===== config.mk =====
export PLATFORM = sky130hd
export DESIGN_NAME = symbol_group_bit_packer
export DESIGN_NICKNAME = d
export VERILOG_FILES = /design/src/sgbp_pkg.sv /design/src/sgbp_fold.sv /design/src/sgbp_select.sv /design/src/sgbp_pack.sv /design/src/symbol_group_bit_packer.sv
export SDC_FILE = /design/constraint.sdc
export NUM_CORES = 1
export LEC_CHECK = 0
export ABC_AREA = 1
export BUFFER_PORTS_ARGS = -buffer_cell sky130_fd_sc_hd__buf_2
export CAP_MARGIN = 15
export CORE_MARGIN = 5
export CORE_UTILIZATION = 40
export CTS_BUF_LIST = sky130_fd_sc_hd__clkbuf_8
export DETAILED_ROUTE_END_ITERATION = 8
export PLACE_DENSITY = 0.71
export SLEW_MARGIN = 20
export SYNTH_ARGS = -nofsm -noshare
export SYNTH_HDL_FRONTEND = slang
export SYNTH_SLANG_ARGS = --single-unit

===== constraint.sdc =====
create_clock -name clk_i -period 6 [get_ports clk_i]
set_input_delay 0.3 -clock clk_i [delete_from_list [all_inputs] [get_ports clk_i]]
set_output_delay 0.3 -clock clk_i [all_outputs]
set_load 0.05 [all_outputs]

===== src/sgbp_pkg.sv =====
// ----------------------------------------------------------------------------
// Symbol group bit packer package
// Shared transaction payload types and the stage-to-stage control structs.
// ----------------------------------------------------------------------------
package sgbp_pkg;

  localparam int unsigned GroupBytes = 8;
  localparam int unsigned ByteBits   = 8;
  localparam int unsigned WordBits   = GroupBytes * ByteBits;
  localparam int unsigned MinBits    = 2;

  // Input transaction: one spatial group and one temporal group.
  typedef struct packed {
    logic [WordBits-1:0] spatial_residual;
    logic [WordBits-1:0] temporal_residual;
  } in_t;

  // Output transaction: mode, packed fields and their byte count.
  typedef struct packed {
    logic [3:0]          mode_code;
    logic [WordBits-1:0] packed_word;
    logic [3:0]          packed_bytes;
  } out_t;

  // Magnitude summary of one group after sign folding.
  typedef struct packed {
    logic       zero;
    logic [6:0] acc;
  } fold_t;

  // Chosen group and its width in bits.
  typedef struct packed {
    logic [3:0] k;
    logic       temporal;
  } sel_t;

endpackage


===== src/sgbp_fold.sv =====
// ----------------------------------------------------------------------------
// Group sign fold
// Folds each signed byte to its magnitude bits and ORs them over the group.
// ----------------------------------------------------------------------------
module sgbp_fold import sgbp_pkg::*; (
  input  logic [WordBits-1:0] group_i,
  output fold_t               fold_o
);

  logic [6:0] acc;

  // A negative byte is inverted so that its top set bit gives the width.
  always_comb begin
    acc = 7'h01;
    for (int i = 0; i < GroupBytes; i++) begin
      acc = acc | (group_i[i*ByteBits +: 7] ^ {7{group_i[i*ByteBits + 7]}});
    end
  end

  assign fold_o.zero = (group_i == '0);
  assign fold_o.acc  = acc;

endmodule


===== src/sgbp_select.sv =====
// ----------------------------------------------------------------------------
// Group width select
// Turns both folded summaries into widths and picks the group to pack.
// ----------------------------------------------------------------------------
module sgbp_select import sgbp_pkg::*; (
  input  fold_t spatial_i,
  input  fold_t temporal_i,
  input  logic  delta_mode_i,
  output sel_t  sel_o
);

  function automatic logic [3:0] width_of(fold_t f);
    logic [2:0] m;
    m = 3'd0;
    for (int i = 0; i < 7; i++) begin
      if (f.acc[i]) begin
        m = 3'(i);
      end
    end
    return f.zero ? 4'd0 : ({1'b0, m} + 4'(MinBits));
  endfunction

  logic [3:0] k_s;
  logic [3:0] k_t;
  logic       use_t;

  assign k_s   = width_of(spatial_i);
  assign k_t   = width_of(temporal_i);
  // The temporal group wins a tie.
  assign use_t = delta_mode_i && (k_t <= k_s);

  assign sel_o.k        = use_t ? k_t : k_s;
  assign sel_o.temporal = use_t;

endmodule


===== src/sgbp_pack.sv =====
// ----------------------------------------------------------------------------
// Field packer
// Biases each byte by half its range and packs the k-bit fields into a word.
// ----------------------------------------------------------------------------
module sgbp_pack import sgbp_pkg::*; (
  input  logic [WordBits-1:0] group_i,
  input  logic [3:0]          k_i,
  output logic [WordBits-1:0] word_o
);

  logic [WordBits-1:0] cand [MinBits:ByteBits];
  logic [ByteBits-1:0] field;

  // One candidate word per legal width; the shifts are fixed in each.
  always_comb begin
    field = '0;
    for (int kk = MinBits; kk <= ByteBits; kk++) begin
      cand[kk] = '0;
      for (int i = 0; i < GroupBytes; i++) begin
        field = (group_i[i*ByteBits +: ByteBits] ^ ByteBits'(1 << (kk - 1)))
                & ByteBits'((1 << kk) - 1);
        cand[kk] = cand[kk] | (WordBits'(field) << (i * kk));
      end
    end
  end

  always_comb begin
    word_o = '0;
    for (int kk = MinBits; kk <= ByteBits; kk++) begin
      if (k_i == 4'(kk)) begin
        word_o = cand[kk];
      end
    end
  end

endmodule


===== src/symbol_group_bit_packer.sv =====
// ----------------------------------------------------------------------------
// Symbol group bit packer
// Sizes groups of eight signed residual bytes and packs them into k bytes.
// ----------------------------------------------------------------------------
// Usage: an input transaction carries a spatial and a temporal residual group
// of eight signed bytes each on in_data_i, under valid/ready. Each accepted
// transaction yields exactly one output transaction on out_data_o: the mode
// code, the packed word and its byte count, in the order of the inputs.
// The delta_mode register is written through cfg_we_i/cfg_wdata_i and should
// only change while no transaction is in flight; it resets to spatial only.
// The work is a fold stage, a width select stage and a pack stage, each ending
// in a register; the first register loads at the accepting edge, and
// out_valid_o rises once the transaction has moved on through the select and
// pack stage registers. The block takes one transaction per cycle
// as long as the receiver keeps out_ready_i high. When the receiver stalls,
// the output register holds its transaction and the stages behind it keep
// filling until every stage is occupied; only then does in_ready_o drop.
// Nothing is lost or repeated across a stall.
// Reset clears all stage valid bits and the delta_mode register at once.
// ----------------------------------------------------------------------------
module symbol_group_bit_packer import sgbp_pkg::*; (
  input  logic clk_i,
  input  logic rst_ni,
  input  logic cfg_we_i,
  input  logic cfg_wdata_i,
  input  logic in_valid_i,
  output logic in_ready_o,
  input  in_t  in_data_i,
  output logic out_valid_o,
  input  logic out_ready_i,
  output out_t out_data_o
);

  // Configuration register.
  logic delta_mode_q;

  always_ff @(posedge clk_i or negedge rst_ni) begin
    if (!rst_ni) begin
      delta_mode_q <= 1'b0;
    end else if (cfg_we_i) begin
      delta_mode_q <= cfg_wdata_i;
    end
  end

  // Stage valid bits and the enables that let each stage take new data.
  // A stage loads when it is empty or when its contents move on.
  logic v1_q, v2_q, v3_q;
  logic en1, en2, en3;

  assign en3        = !v3_q || out_ready_i;
  assign en2        = !v2_q || en3;
  assign en1        = !v1_q || en2;
  assign in_ready_o = en1;

  always_ff @(posedge clk_i or negedge rst_ni) begin
    if (!rst_ni) begin
      v1_q <= 1'b0;
      v2_q <= 1'b0;
      v3_q <= 1'b0;
    end else begin
      if (en1) begin
        v1_q <= in_valid_i;
      end
      if (en2) begin
        v2_q <= v1_q;
      end
      if (en3) begin
        v3_q <= v2_q;
      end
    end
  end

  // Stage 1: fold both groups into magnitude summaries.
  fold_t fold_s_d, fold_t_d;
  fold_t fold_s_q, fold_t_q;
  in_t   grp1_q;

  sgbp_fold u_fold_s (
    .group_i (in_data_i.spatial_residual),
    .fold_o  (fold_s_d)
  );

  sgbp_fold u_fold_t (
    .group_i (in_data_i.temporal_residual),
    .fold_o  (fold_t_d)
  );

  always_ff @(posedge clk_i) begin
    if (en1) begin
      fold_s_q <= fold_s_d;
      fold_t_q <= fold_t_d;
      grp1_q   <= in_data_i;
    end
  end

  // Stage 2: derive widths, choose the group to pack and keep only it.
  sel_t                sel_d;
  sel_t                sel_q;
  logic [WordBits-1:0] grp2_d;
  logic [WordBits-1:0] grp2_q;

  sgbp_select u_select (
    .spatial_i    (fold_s_q),
    .temporal_i   (fold_t_q),
    .delta_mode_i (delta_mode_q),
    .sel_o        (sel_d)
  );

  assign grp2_d = sel_d.temporal ? grp1_q.temporal_residual : grp1_q.spatial_residual;

  always_ff @(posedge clk_i) begin
    if (en2) begin
      sel_q  <= sel_d;
      grp2_q <= grp2_d;
    end
  end

  // Stage 3: bias and pack the fields, then form the mode code.
  logic [WordBits-1:0] word_d;
  out_t                out_d;
  out_t                out_q;

  sgbp_pack u_pack (
    .group_i (grp2_q),
    .k_i     (sel_q.k),
    .word_o  (word_d)
  );

  always_comb begin
    out_d.mode_code       = (sel_q.k == 4'd0) ? 4'd0 : (sel_q.k - 4'd1);
    out_d.mode_code[3]    = sel_q.temporal;
    out_d.packed_word     = word_d;
    out_d.packed_bytes    = sel_q.k;
  end

  always_ff @(posedge clk_i) begin
    if (en3) begin
      out_q <= out_d;
    end
  end

  assign out_valid_o = v3_q;
  assign out_data_o  = out_q;

`ifndef SYNTH
  // The byte count always agrees with the width in the mode code.
  a_bytes_match_mode: assert property (@(posedge clk_i) disable iff (!rst_ni)
    out_valid_o |-> ((out_data_o.packed_bytes == 4'd0 && out_data_o.mode_code[2:0] == 3'd0)
      || (out_data_o.packed_bytes == ({1'b0, out_data_o.mode_code[2:0]} + 4'd1))))
    else $error("packed_bytes disagrees with mode_code");

  // A width of one bit never occurs and widths never exceed a byte.
  a_width_range: assert property (@(posedge clk_i) disable iff (!rst_ni)
    out_valid_o |-> (out_data_o.packed_bytes != 4'd1 && out_data_o.packed_bytes <= 4'd8))
    else $error("packed_bytes out of range");

  // A zero group packs to an all-zero word.
  a_zero_word: assert property (@(posedge clk_i) disable iff (!rst_ni)
    (out_valid_o && out_data_o.packed_bytes == 4'd0) |-> (out_data_o.packed_word == '0))
    else $error("zero group produced a nonzero word");

  // Without delta mode the temporal group is never chosen.
  a_spatial_only: assert property (@(posedge clk_i) disable iff (!rst_ni)
    (out_valid_o && !delta_mode_q) |-> !out_data_o.mode_code[3])
    else $error("temporal group chosen outside delta mode");
`endif

endmodule

; Word-level counts from Yosys, hierarchy flattened
; Cells that the tools add are included.
[classes]
n_addsub = 3
n_mul = 0
div_mod_pow = 0
n_lt_le_gt_ge = 1
eq_ne = 7
n_shift = 0
n_mux = 23
n_bitwise = 135
n_reduce_logical = 10
[op_table]
columns = cell, n
row1 = 64-bit 2-to-1 mux, 8
row2 = 64-bit by 12-bit bitwise OR with 64-bit output, 3
row3 = 64-bit by 24-bit bitwise OR with 64-bit output, 3
row4 = 64-bit zero test, 2
row5 = 64-bit by 15-bit bitwise OR with 64-bit output, 2
row6 = 64-bit by 16-bit bitwise OR with 64-bit output, 2
row7 = 64-bit by 18-bit bitwise OR with 64-bit output, 2
row8 = 64-bit by 20-bit bitwise OR with 64-bit output, 2
row9 = 64-bit by 28-bit bitwise OR with 64-bit output, 2
row10 = 64-bit by 30-bit bitwise OR with 64-bit output, 2
row11 = 64-bit by 35-bit bitwise OR with 64-bit output, 2
row12 = 64-bit by 42-bit bitwise OR with 64-bit output, 2
row13 = 7-bit bitwise XOR, 16
row14 = 7-bit bitwise OR, 14
row15 = 56-bit by 64-bit bitwise OR with 64-bit output, 1
row16 = 64-bit by 10-bit bitwise OR with 64-bit output, 1
row17 = 64-bit by 14-bit bitwise OR with 64-bit output, 1
row18 = 64-bit by 21-bit bitwise OR with 64-bit output, 1
row19 = 64-bit by 25-bit bitwise OR with 64-bit output, 1
row20 = 64-bit by 32-bit bitwise OR with 64-bit output, 1
row21 = 64-bit by 36-bit bitwise OR with 64-bit output, 1
row22 = 64-bit by 40-bit bitwise OR with 64-bit output, 1
row23 = 64-bit by 48-bit bitwise OR with 64-bit output, 1
row24 = 64-bit by 49-bit bitwise OR with 64-bit output, 1
row25 = 32 further kinds, 107
[totals]
regBits = 289
latchBits = 0
ram_bits = 0
mem_bits_ro = 0
in_bits = 134
out_inout_bits = 74
mem_count = 0

; Longest topological paths before layout
; Gate-level depths: netlist of run 1.
[logic_depth]
ltp_word = 15
mapped_depth = 15
depth_no_buf = 13

; Modules after synthesis
; From an unflattened synthesis of run 1, not the netlist that was laid out.
[hier_totals]
hier_cells = 1419
hier_area_um2 = 14418.8
[by_module_without_submodules]
columns = mod, instances, cells_each, area_per_inst_um2, seq_area_each_um2
row1 = symbol_group_bit_packer, 1, 522, 10033.4, 8658.3
row2 = sgbp_pack, 1, 429, 2014.4, 0.0
row3 = sgbp_fold, 2, 198, 999.7, 0.0
row4 = sgbp_select, 1, 72, 371.6, 0.0

; Worst setup path before layout of run 1
; Ideal clock, no wire load.
[synth_timing]
path_type = register -> register
from = reg v3_q (netlist: out_valid_o)
to = reg fold_s_q[1] (netlist name) (enable)
setup_time_ns = 1.307
arrival_ns = 5.144
required_ns = 4.693
setup_slack_ns = -0.451
path_stages_with_launch = 4
n_path_buf = 0
synth_period_minus_slack_ns = 6.451
cell_sequence = dfrtp_1 -> nand2_1 -> nor2_1 -> nand2_1
[synth_between]
elab_chain_cells = 4
[synth_lines]
columns = item, line
row1 = "start, declared", symbol_group_bit_packer.sv:47  ; logic v1_q, v2_q, v3_q;
row2 = "start signal, assigned", symbol_group_bit_packer.sv:68  ; v3_q <= v2_q;
row3 = 1-bit zero test, symbol_group_bit_packer.sv:50  ; assign en3 = !v3_q || out_ready_i;
row4 = 1-bit logical OR, symbol_group_bit_packer.sv:50
row5 = named net en3, symbol_group_bit_packer.sv:48  ; logic en1, en2, en3;
row6 = 1-bit logical OR, symbol_group_bit_packer.sv:51  ; assign en2 = !v2_q || en3;
row7 = 1-bit logical OR, symbol_group_bit_packer.sv:52  ; assign en1 = !v1_q || en2;
row8 = named net in_ready_o, symbol_group_bit_packer.sv:27  ; output logic in_ready_o,
row9 = "end signal, assigned", symbol_group_bit_packer.sv:90  ; fold_s_q <= fold_s_d;
row10 = "end, declared", symbol_group_bit_packer.sv:75  ; fold_t fold_s_q, fold_t_q;
; The timed path passes the listed nets, and every way through them passes these cells.
; A chain may end at the register's enable or synchronous reset.

; Final worst setup path of run 1
[layout_timing]
from = reg v3_q (netlist: out_valid_o)
to = out in_ready_o
[layout_between]
elab_chain_cells = 4
[layout_lines]
columns = item, line
row1 = 1-bit zero test, symbol_group_bit_packer.sv:50
row2 = 1-bit logical OR, symbol_group_bit_packer.sv:50
row3 = named net en3, symbol_group_bit_packer.sv:48
row4 = 1-bit logical OR, symbol_group_bit_packer.sv:51
row5 = 1-bit logical OR, symbol_group_bit_packer.sv:52
row6 = "end, declared", symbol_group_bit_packer.sv:27
; The timed path passes the listed nets, and every way through them passes these cells.

==> results of run 1 <==
[stage by stage]
| stage | worst slack [ns] | hold WS, ns | utilization | std cells | total power [W] |
|---|---|---|---|---|---|
| 2_1_floorplan | 1.09 | 0.00441 | - | 1407 | 0.00342 |
| 3_3_place_gp | 2.85 | 0.110 | 0.445 | 2011 | 0.00382 |
| 3_5_place_dp | 2.78 | 0.121 | 0.445 | 2011 | 0.00384 |
| 4_1_cts | 2.64 | 0.00275 | 0.503 | 2203 | 0.00552 |
| 5_1_grt | 2.48 | 0.0107 | 0.503 | 2204 | 0.00572 |
| 6_report | 2.69 | 0.0282 | 0.503 | 2204 | 0.00550 |
[worst register-to-register path, stage by stage (launching register included)]
cell     delay (ns)
dfrtp_1        0.41
nand2_4        0.70
nor2_1         0.31
nand2_8        0.50
buf_4          0.83
[where the power goes]
group	internal [W]	total [W]	leakage [nW]	switching, W
logic	0.000309	0.00114	4.31	0.000835
clock network	0.000870	0.00163	0.513	0.000762
registers	0.00254	0.00272	2.94	0.000187
total	0.00372	0.00550	7.77	0.00178
[flip-flops by register name, summed over array words and instances, names as in the netlist]
register      flops
delta_mode_q      1
fold_s_q          7
fold_t_q          7
grp1_q          128
grp2_q           64
out_d             5
out_data_o       72
out_valid_o       1
v1_q              1
v2_q              1
[synthesized netlist by cell type]
cell type / instances
mux2_2: 1
o21a_1: 1
nor2_4: 3
ha_1: 25
buf_6: 8
a21o_1: 1
o211ai_1: 4
nand2_1: 418
nand2_2: 5
nor3_1: 24
edfxtp_1: 283
o22ai_1: 16
buf_2: 23
inv_2: 4
a31oi_1: 2
nand4_1: 34
o211ai_2: 3
nor2_2: 2
nand3b_1: 2
inv_4: 1
xor2_1: 35
nor2_1: 112
nand3_1: 133
nand2_4: 2
buf_1: 1
o21ai_1: 2
inv_1: 120
xnor2_1: 25
or2_2: 15
a21boi_1: 1
buf_4: 4
o21bai_1: 1
nor4_1: 5
dfrtp_1: 4
a21oi_1: 41
o21ai_0: 14
clkbuf_1: 32
[final timing paths]
check / startpoint / end / slack, ns / cells past startpoint
setup / recovery: out_valid_o$_DFFE_PN0P_ / in_ready_o / 2.69 / 4
hold / removal: in_data_i[113] / grp1_q[113]$_DFFE_PP_ / 0.03 / 1
setup reg to reg: out_valid_o$_DFFE_PN0P_ / grp1_q[65]$_DFFE_PP_ / 2.82 / 4
hold reg to reg: out_d[71]$_DFFE_PP_ / out_data_o[71]$_DFFE_PP_ / 0.43 / 0
max in group asynchronous: rst_ni / delta_mode_q$_DFFE_PN0P_ / 5.79 / 2
min in group asynchronous: rst_ni / out_valid_o$_DFFE_PN0P_ / 0.06 / 2
[routing by layer]
layer  vias up  wire, microns  global-route usage
met5         -              0                   0
met3       101           3890              0.0338
met2       642          21600               0.377
met4         0           1570              0.0750
li1       5350              -                   -
met1      5407          18400               0.311
[kinds of logic after synthesis]
group	Yosys count
mux	1
buf+inv	193
compound gates	86
xor+xnor	60
flops	287
simple gates	755
fa+ha+maj	25
[repair_timing]
action / 4_1_cts / 5_1_grt
endpoints found under the hold margin: 114 / 1
endpoints found under the setup margin: 0 / 0
hold buffers: 112 / 1
[area by class of cell]
| cell class | instances | share of cell area |
|---|---|---|
| well taps | 455 | 0.0328 |
| flip-flops and latches | 287 | 0.495 |
| repair buffers | 330 | 0.129 |
| multi-input cells | 927 | 0.265 |
| inverters | 125 | 0.0272 |
| clock buffers | 48 | 0.0380 |
| clock inverters | 32 | 0.0127 |
==> flow_summary.yaml, run 1 <==
status:
  outcome: "finished, final reports clean"
timing:
  setup_viol: 0
  skew_ns: 0.0325
  rsz0062_at_grt: "no"
  tightest_slew_ns: 1.02
  finalCritPeriodShare: 0.551
  slew_headroom: 0.322
  post-route-min-period_ns: 3.31
  maxSlewViolCount: 0
  finalSetupTns_ns: 0
  finalHoldViolations: 0
  fmax_ghz: 0.302
worst_hold_path:
  min_path_type: "input pin to flip-flop"
global_routing:
  grt_pass1_vias: 11200
  grt_pass1_wl_microns: 67600
  antenna_found_initial: 0
  grt.total_usage: 0.228
  overflow: 0
  grt_max_degree: 77
synthesis:
  syn_inst: 1407
  synth-seq-area-share: 0.614
  yosys.area_share.simple: 0.231
  synth-xor-area-share: 0.0375
  synth_nets: 1566
  synth_top_area_frac: 0.607
  synth_top_cell_by_area: "edfxtp_1"
  synth.distinct_cells: 37
  ys_seq_elements: 287
  syn_area_sq_um: 14000
  synth_top_cells_by_area: "edfxtp_1, nand2_1, nand3_1"
  synth-adder-area-share: 0.0223
  synth_top_family_by_area: "simple AND/OR/NAND/NOR gates"
  synth_area_per_cell_sq_um: 9.95
  synthMuxAreaShare: 0.000804
  ys_warn_count: 0
  synth_compound_area_frac: 0.0354
clock_network:
  cts_tree: "built"
  insertion_delay_ns: 0.58
  path_clk_slew_ns: 0.06
  numCtsBuffers: 47
  ctsResizeCount: 0
  root_buffer: "clkbuf_8"
  clk_path_buf_depth: 3
  cts_setup_buffers: 0
  clock_sinks: 287
  htreeDepth: 2
setup_path:
  path_class: "flip-flop to output pin"
  cp.arrival_ns: 3.01
  required_ns: 5.70
  crit_chain: "nand2_4, nor2_1, nand2_8, buf_2"
  slowest_stage: "nor2_1"
  cp_top_family: "simple AND/OR/NAND/NOR gates"
  endpoint_kind: "output pin"
  path_buf_inv: 1
  worstPathMaxFanout: 76
  critPathLaunchType: "flip-flop"
  max_stage_delay_ns: 0.62
routing:
  drc: 0
  first_iter_violations: 1344
  vias: 11500
  ant_nets: 0
  wl_microns: 45400
  wl_per_cell_microns: 20.6
  vias_per_cell: 5.22
  drtPass1Iterations: 5
final_layout:
  fillerInstances: 3203
  fin_area_sq_um: 17400
  fin_nets: 1877
  seqCellArea_sq_um: 8600
  final_cell_mix: "nand2_1, edfxtp_1, buf_2"
  syn_to_final_growth_pct: 24.1
  multiInputGateArea_sq_um: 4610
  diodes: 0
  final_common_cell: "nand2_1"
  drive_above_1_share: 0.180
die:
  placementRows: 68
  ioPinCount: 208
  die_w_microns: 197
  coreArea_sq_um: 34500
  die-area_sq_um: 38800
  start_util: 0.405
  die_y_microns: 197
placed_design:
  placed_cell_area_sq_um: 15400
  portBuffers: 207
  post-dp-hpwl_microns: 32600
  finalWeightedCongestion: 0.947
power_and_ir_drop:
  p_leak_nw: 7.77
  ir_drop_mv: 0.157
  p_per_area_nw_per_um2: 317
run:
  max-cap-violations: 0
Power figures use the tool's default switching activity.
==> run 2, diff against run 1 <==
- PLACE_DENSITY: 0.71 -> 0.68
- clock period: 6 -> 3.25 ns (I/O delays scaled with it)
==> flow_summary.yaml, run 2 (synthesis results as in run 1) <==
setup_path:
  critPathLaunchType: "flip-flop"
  max_stage_delay_ns: 0.46
  reg2reg_from: "fold_t_q[7]$_DFFE_PP_"
  path_buf_inv: 1
  slowest_stage: "buf_4"
  crit_path_frequent_cell: "nand2_1"
  worstPathMaxFanout: 46
  r2r_setup_slack_ns: 0.73
  path_class: "flip-flop to flip-flop"
  cp_top_family: "simple AND/OR/NAND/NOR gates"
  cp.arrival_ns: 2.96
  required_ns: 3.68
  crit_chain: "or2_2, a31oi_1, ha_1, nand2_1, o21ai_1, nand2_2, buf_4, nand3_1, nand2_1"
  cp-startpoint: "fold_t_q[7]$_DFFE_PP_"
  endpoint_kind: "flip-flop"
clock_network:
  clock_sinks: 287
  cts_tree: "built"
  insertion_delay_ns: 0.59
  clk_path_buf_depth: 3
  htreeDepth: 2
  root_buffer: "clkbuf_8"
  path_clk_slew_ns: 0.08
  numCtsBuffers: 47
  cts_setup_buffers: 0
routing:
  vias: 11700
  ant_nets: 0
  drc: 0
  drtPass1Iterations: 6
  wl_per_cell_microns: 20.9
  first_iter_violations: 1296
  wl_microns: 46900
  vias_per_cell: 5.22
placed_design:
  pre_cts_ws_ns: 0.795
  finalWeightedCongestion: 0.941
  post-dp-hpwl_microns: 33300
  portBuffers: 207
global_routing:
  grt_pass1_vias: 11600
  grt_pass1_wl_microns: 69800
  grt.total_usage: 0.237
  overflow: 0
  antenna_found_initial: 1
  grt_max_degree: 74
final_layout:
  largest_register_ffs: 128
  syn_to_final_growth_pct: 26.3
  drive_above_1_share: 0.186
  post-route-util: 0.512
  top_register: "grp1_q"
  reg.largest.list: "grp1_q x128, out_data_o x72, grp2_q x64"
  fin_nets: 1910
  final_common_cell: "nand2_1"
  final_cell_mix: "nand2_1, edfxtp_1, buf_2"
  diodes: 0
timing:
  slew_headroom: 0.373
  finalWorstSetupSlack_ns: 0.727
  post-route-min-period_ns: 2.52
  finalSetupTns_ns: 0
  setup_viol: 0
  skew_ns: 0.0412
  finalHoldViolations: 0
  maxSlewViolCount: 0
  fmax_ghz: 0.396
  tightest_slew_ns: 0.940
  finalCritPeriodShare: 0.776
  rsz0062_at_grt: "no"
die:
  ioPinCount: 208
  start_util: 0.405
  die-area_sq_um: 38800
  die_y_microns: 197
  die_w_microns: 197
  coreArea_sq_um: 34500
  placementRows: 68
worst_hold_path:
  min_path_type: "input pin to flip-flop"
  min_from: "out_ready_i"
power_and_ir_drop:
  ir_drop_mv: 0.305
  p_per_area_nw_per_um2: 575
  p_leak_nw: 7.90
status:
  outcome: "finished, final reports clean"
run:
  max-cap-violations: 0
-- run 2: changes by cell type in the layout (fill, tap and decap cells not counted), sizes merged --
cell	previous run	this run
bufinv	3	2
buf	217	230
clkbuf	48	47
inv	144	137
clkinvlp	0	2
clkinv	10	22
dlygate4sd3	113	133
-- run 2: timing repair --
action | in CTS | in global routing
setup endpoints to repair | 0 | 0
gates resized for setup | 0 | 0
endpoints found under the hold margin | 142 | 0
hold buffers | 133 | 0
-- run 2: layer usage --
| layer | vias to the layer above | part of all wire | GRT usage |
|---|---|---|---|
| li1 | 5421 | - | - |
| met1 | 5488 | 0.40 | 0.312 |
| met3 | 134 | 0.088 | 0.0413 |
| met2 | 666 | 0.47 | 0.391 |
| met4 | 2 | 0.044 | 0.0940 |
| met5 | - | 0.00028 | 0 |
-- run 2: power by group --
part           total (W)  switching [W]  internal [W]  leakage [nW]
clock network    0.00300        0.00147       0.00153         0.491
logic            0.00216        0.00156      0.000599          4.46
registers        0.00501       0.000334       0.00468          2.94
total             0.0102        0.00337       0.00681          7.90
-- run 2: worst paths after layout --
kind / endpoint / cells past startpoint
min in group asynchronous: out_valid_o$_DFFE_PN0P_ / 3
worst min-delay path: v2_q$_DFFE_PN0P_ / 5
max in group asynchronous: delta_mode_q$_DFFE_PN0P_ / 3
worst max register to register: grp2_q[36]$_DFFE_PP_ / 9
worst max-delay path: grp2_q[36]$_DFFE_PP_ / 9
worst min register to register: out_data_o[71]$_DFFE_PP_ / 0
-- run 2: worst register-to-register path, stage by stage, from the launching register on --
cell      delay (ns)
edfxtp_1        0.38
or2_2           0.32
a31oi_1         0.32
ha_1            0.32
nand2_1         0.06
o21ai_1         0.07
nand2_2         0.09
buf_4           0.46
nand3_1         0.20
nand2_1         0.15
-- run 2: metrics by stage --
stage / power [W] / instances / area, sq um / hold WS [ns]
after floorplan: 0.00631 / 1407 / 14000 / -0.133
after global placement: 0.00707 / 2024 / 15500 / -0.0296
after detailed placement: 0.00710 / 2024 / 15500 / -0.0212
after CTS: 0.0102 / 2242 / 17700 / 0.185
after global routing: 0.0106 / 2242 / 17700 / 0.219
final: 0.0102 / 2242 / 17700 / 0.202
-- run 2: cell type report --
type | count | area (sq um)
clock inverter | 38 | 236
fill | 3132 | 16900
inverter | 125 | 475
timing repair buffer | 363 | 2550
clock buffer | 47 | 647
multi-input combinational | 927 | 4600
tap | 455 | 569
sequential | 287 | 8600
